==> config.mk <==
export PLATFORM = sky130hd
export DESIGN_NAME = lgbr_front
export DESIGN_NICKNAME = d
export VERILOG_FILES = /design/src/rtl/log_grid_bilinear_rate_lookup_assert.svh /design/src/rtl/lgbr_pkg.sv /design/src/rtl/lgbr_front.sv
export SDC_FILE = /design/constraint.sdc
export NUM_CORES = 1
export LEC_CHECK = 0
export BUFFER_PORTS_ARGS = -buffer_cell sky130_fd_sc_hd__buf_4
export CAP_MARGIN = 10
export CORE_MARGIN = 3
export CORE_UTILIZATION = 27
export CTS_CLUSTER_SIZE = 10
export DETAILED_ROUTE_END_ITERATION = 8
export GPL_ROUTABILITY_DRIVEN = 0
export PLACE_DENSITY_LB_ADDON = 0.05
export SLEW_MARGIN = 30
export SYNTH_ARGS = -nofsm -noshare
export SYNTH_HDL_FRONTEND = slang
export SYNTH_SLANG_ARGS = --single-unit
==> constraint.sdc <==
create_clock -name clk -period 5.6 [get_ports clk]
set_input_delay 0.56 -clock clk [delete_from_list [all_inputs] [get_ports clk]]
set_output_delay 0.56 -clock clk [all_outputs]
set_load 0.1 [all_outputs]
==> src/rtl/log_grid_bilinear_rate_lookup_assert.svh <==
// Assertion macros for the log-grid rate lookup; each expects clk and rst_n in scope.
`ifndef LOG_GRID_BILINEAR_RATE_LOOKUP_ASSERT_SVH
`define LOG_GRID_BILINEAR_RATE_LOOKUP_ASSERT_SVH

// same-cycle implication
`define LGBR_ASSERT_IMP(name, ante, cons, msg) \
    name: assert property (@(posedge clk) disable iff (!rst_n) (ante) |-> (cons)) \
        else $error(msg);

// next-cycle implication
`define LGBR_ASSERT_NXT(name, ante, cons, msg) \
    name: assert property (@(posedge clk) disable iff (!rst_n) (ante) |=> (cons)) \
        else $error(msg);

`endif

==> src/rtl/lgbr_pkg.sv <==
// Shared types and constants of the log-grid rate lookup.
package lgbr_pkg;

    localparam int VAL_W  = 24;
    localparam int IDX_W  = 5;
    localparam int STG_W  = 4;
    localparam int NUM_W  = 64;
    localparam int DEN_W  = 34;
    localparam int CIDX_W = 2;
    localparam int CDAT_W = 6;

    typedef enum logic [1:0] {
        OP_QUERY  = 2'd0,
        OP_WR_DAX = 2'd1,
        OP_WR_TAX = 2'd2,
        OP_WR_TAB = 2'd3
    } opcode_t;

    typedef enum logic [CIDX_W-1:0] {
        CFG_NUM_DENS   = 2'd0,
        CFG_NUM_TEMPS  = 2'd1,
        CFG_NUM_STAGES = 2'd2,
        CFG_UNUSED     = 2'd3
    } cfg_idx_t;

    typedef struct packed {
        logic [5:0] num_densities;
        logic [5:0] num_temperatures;
        logic [4:0] num_stages;
    } cfg_t;

    typedef struct packed {
        opcode_t                   opcode;
        logic [STG_W-1:0]          stage;
        logic [IDX_W-1:0]          density_index;
        logic [IDX_W-1:0]          temperature_index;
        logic signed [VAL_W-1:0]   write_value;
        logic signed [VAL_W-1:0]   query_log_density;
        logic signed [VAL_W-1:0]   query_log_temperature;
    } cmd_t;

    typedef enum logic [4:0] {
        ST_IDLE,
        ST_ENDS0,
        ST_ENDS1,
        ST_ENDS2,
        ST_BSRCH,
        ST_BCMP,
        ST_CELL0,
        ST_CELL1,
        ST_CELL2,
        ST_TRD,
        ST_TCAP,
        ST_MUL,
        ST_ACC,
        ST_DIVS,
        ST_DIVW,
        ST_OUT
    } state_t;

endpackage

==> src/rtl/lgbr_front.sv <==
// Input side: takes beats, drops out-of-range writes, queues commands for the back end.
module lgbr_front #(
    parameter int MAX_DENSITIES    = 32,
    parameter int MAX_TEMPERATURES = 32,
    parameter int MAX_STAGES       = 16
) (
    input  logic          clk,
    input  logic          rst_n,
    input  logic          s_axis_tvalid,
    output logic          s_axis_tready,
    input  logic [87:0]   s_axis_tdata,
    input  logic [1:0]    s_axis_tuser,
    output logic          q_valid,
    output lgbr_pkg::cmd_t q_cmd,
    input  logic          q_pop
);
    import lgbr_pkg::*;

    cmd_t       in_cmd;
    logic       keep;
    logic       push;
    logic [1:0] cnt_reg, cnt_next;
    logic       wp_reg, rp_reg;
    cmd_t       buf_reg [2];

    always_comb
    begin
        in_cmd.opcode                = opcode_t'(s_axis_tuser);
        in_cmd.stage                 = s_axis_tdata[3:0];
        in_cmd.density_index         = s_axis_tdata[8:4];
        in_cmd.temperature_index     = s_axis_tdata[13:9];
        in_cmd.write_value           = $signed(s_axis_tdata[37:14]);
        in_cmd.query_log_density     = $signed(s_axis_tdata[61:38]);
        in_cmd.query_log_temperature = $signed(s_axis_tdata[85:62]);
    end

    always_comb
    begin
        unique case (in_cmd.opcode)
            OP_QUERY:  keep = 1'b1;
            OP_WR_DAX: keep = (int'(in_cmd.density_index) < MAX_DENSITIES);
            OP_WR_TAX: keep = (int'(in_cmd.temperature_index) < MAX_TEMPERATURES);
            OP_WR_TAB: keep = (int'(in_cmd.stage) < MAX_STAGES)
                           && (int'(in_cmd.temperature_index) < MAX_TEMPERATURES)
                           && (int'(in_cmd.density_index) < MAX_DENSITIES);
            default:   keep = 1'b0;
        endcase
    end

    assign s_axis_tready = (cnt_reg != 2'd2);
    assign push          = s_axis_tvalid && s_axis_tready && keep;
    assign q_valid       = (cnt_reg != 2'd0);
    assign q_cmd         = buf_reg[rp_reg];

    always_comb
    begin
        cnt_next = cnt_reg;
        if (push && !(q_pop && q_valid))
            cnt_next = cnt_reg + 2'd1;
        else if (!push && q_pop && q_valid)
            cnt_next = cnt_reg - 2'd1;
    end

    always_ff @(posedge clk or negedge rst_n)
    begin
        if (!rst_n)
        begin
            cnt_reg <= 2'd0;
            wp_reg  <= 1'b0;
            rp_reg  <= 1'b0;
        end
        else
        begin
            cnt_reg <= cnt_next;
            if (push)
                wp_reg <= ~wp_reg;
            if (q_pop && q_valid)
                rp_reg <= ~rp_reg;
        end
    end

    always_ff @(posedge clk)
    begin
        if (push)
            buf_reg[wp_reg] <= in_cmd;
    end

endmodule

==> impl_results.rst <==
.. list-table::
   :header-rows: 1

   * - Metric
     - Value
   * - CP required
     - 5.04 ns
   * - Mapped Avg Cell Area
     - 22.3 um^2
   * - Proportion of synthesized flip-flops having asynchronous set or reset
     - 2.22%
   * - CP cell instances
     - buf_4 > mux2_2 > buf_4
   * - Initial DRC Count
     - 141
   * - Count of mapped cells out of synthesis
     - 295
   * - Top area cells in the synthesized netlist
     - edfxtp_1, mux2_2, mux2_4
   * - DP Wirelength
     - 8.61 mm
   * - Number of warning messages in the yosys log
     - 0
   * - Maxcap violations
     - 0
   * - Fin Clk Skew
     - 0.0128 ns
   * - Area added between synthesis and finish
     - 35.3%
   * - Slew at the pin closest to its max-slew limit
     - 0.770 ns
   * - CTS root buffer
     - clkbuf_16
   * - Number of clock buffers inserted by TritonCTS
     - 17
   * - Horizontal die dimension
     - 162 um
   * - Max Fclk
     - 359 MHz
   * - Clk sinks
     - 180
   * - Path type of the worst min-delay path
     - in -> reg
   * - Minimum setup slack after placement
     - 2.72 ns
   * - Most used flip-flop cell after synthesis
     - edfxtp_1
   * - Net count after synthesis
     - 389
   * - Largest area contributor in the netlist
     - edfxtp_1
   * - Global-route total usage across every layer
     - 10.5%
   * - Nature of the critical path endpoint
     - output pin
   * - Clock edge transition at the registers on the reported setup and hold paths
     - 0.07 ns
   * - Diode count
     - 0
   * - # Post-CTS Setup Buffers
     - 0
   * - First-pass iteration count of the detailed router
     - 4
   * - CORE AREA
     - 23700 um^2
   * - Worst skew pair latency
     - 0.42 ns
   * - Final total negative setup slack
     - 0 ns
   * - Number of remaining DRC errors
     - 0
   * - Number of enable flip-flop cells after synthesis
     - 176
   * - Number of top-level pins
     - 184
   * - Setup CP Type
     - reg -> out
   * - Register bit total from synthesis
     - 180
   * - Total detailed-routing wirelength
     - 13.6 mm
   * - Number of resized instances in the post-cts repair step
     - 0
   * - Routed len/inst
     - 16.6 um
   * - Most numerous cell on the critical path
     - buf_4
   * - Startpoint kind of the worst setup timing path
     - flop
   * - Initial antenna violation count
     - 1
   * - Final net count
     - 585
   * - RSZ-0062 raised after global routing
     - no
   * - Number of global-route vias before repair
     - 3748
   * - Largest net degree at the start of global routing
     - 63
   * - Total congestion overflow
     - 0
   * - Cell Area, Synth
     - 6580 um^2
   * - Level count of the clock H-tree
     - 4
   * - Worst Hold Slack
     - 0.318 ns
   * - Endpoints failing hold
     - 0
   * - Fraction of final layout cells with drive strength greater than 1
     - 61.1%
   * - Overall die area
     - 26300 um^2
   * - Crit path max-delay cell type
     - dfrtp_4
   * - Minimum clock period
     - 2.78 ns
   * - Cell variety after synth
     - 19
   * - Top-count cell post-synth
     - edfxtp_1
   * - Max FFs per register
     - 176
   * - CP max FO
     - 28
   * - Worst rel slew slack
     - 48.5%
   * - Share of the synthesized area in the top cell type
     - 80.3%
   * - Smallest setup slack after layout
     - 2.82 ns
   * - Final standard cell utilization of the core
     - 37.6%
   * - Number of antenna-violating nets in the routed design
     - 0
   * - Period utilization
     - 49.7%
   * - Commonest cells in the netlist
     - edfxtp_1, mux2_2, mux2_4, buf_2, dfrtp_1
   * - Endpoints failing setup
     - 0
   * - Worst stage delay on the critical path
     - 0.67 ns
   * - TritonCTS clock tree
     - yes
   * - Part of the Yosys area used for sequential elements
     - 81.8%
   * - Initial Util
     - 27.8%
   * - Max Slew Vio Count
     - 0
   * - Outcome
     - finished clean
   * - Cell Rows
     - 56
   * - Maximum buffer depth of the clock tree
     - 2
   * - Die Height
     - 162 um
   * - Data arrival at the endpoint of the critical path
     - 2.22 ns
   * - Avg Vias per Cell
     - 4.11
   * - Vias after detailed routing
     - 3380
   * - Number of port buffers
     - 181
   * - Global-route wire length before repair
     - 20.9 mm
[cells by family (layout without fill, tap and decap cells)]
logic type / count (synthesis) / count (layout) / synth area share (%)
flops: 180 / 180 / 81.8
buf+inv: 11 / 220 / 1.10
compound gates: 6 / 6 / 0.532
xor+xnor: 2 / 2 / 0.266
mux: 88 / 88 / 15.6
simple gates: 8 / 8 / 0.666
[cell type report]
cell class | instances | area (um^2)
clock inverters | 13 | 123
multi-input cells | 104 | 1140
fillers | 2313 | 14800
repair buffers | 187 | 1420
well taps | 319 | 399
inverters | 1 | 3.75
clock buffers | 19 | 433
flip-flops and latches | 180 | 5390
[layout by cell type (no fill, tap or decap), types with 2 or more instances in the layout]
| master | synthesis | routed |
|---|---|---|
| clkbuf_1 | 0 | 2 |
| clkinvlp_4 | 0 | 2 |
| a21oi_1 | 2 | 2 |
| nand2_1 | 2 | 2 |
| clkbuf_16 | 0 | 17 |
| inv_8 | 0 | 3 |
| o21ai_0 | 2 | 2 |
| mux2_4 | 10 | 10 |
| inv_6 | 0 | 3 |
| dfrtp_1 | 4 | 3 |
| clkinv_4 | 0 | 3 |
| buf_4 | 0 | 185 |
| mux2_2 | 78 | 78 |
| xnor2_1 | 2 | 2 |
| edfxtp_1 | 176 | 176 |
[final timing paths]
check	start	depth (start not counted)	endpoint	slack (ns)
worst max-delay path	rp_reg	3	q_cmd[4]	2.82
worst min-delay path	s_axis_tdata[37]	1	buf_reg[0][71]	0.32
max in group asynchronous	rst_n	2	rp_reg	5.00
worst max register to register	cnt_reg[0]	4	buf_reg[0][20]	3.23
min in group asynchronous	rst_n	2	cnt_reg[1]	0.48
worst min register to register	cnt_reg[0]	1	cnt_reg[0]	0.55
[worst max-delay path: cells and delay by family, from the launching register on]
kind                   cells  cell delay (ns)
multiplexers               1             0.40
flip-flops                 1             0.67
buffers and inverters      2             0.71
[repair_timing]
item,CTS,global route
setup endpoints to repair,0,0
endpoints found under the hold margin,4,0
hold buffers,1,0
[layer usage]
metal	global-route usage, %	vias up	wire length [um]
li1	-	1562	-
met1	12.0	1684	5590
met2	17.5	115	6650
met3	4.69	17	1180
met4	4.07	2	214
met5	0	-	17
[metrics by stage]
| step | std cells | area (um^2) |
|---|---|---|
| finish | 823 | 8900 |
| global route | 823 | 8900 |
| CTS | 822 | 8880 |
| detailed placement | 789 | 8320 |
| global placement | 789 | 8320 |
| floorplan | 295 | 6590 |
Power is left out: the tool's default activity adds up to more than one toggle a clock period on the data nets, which glitch-free logic cannot reach.
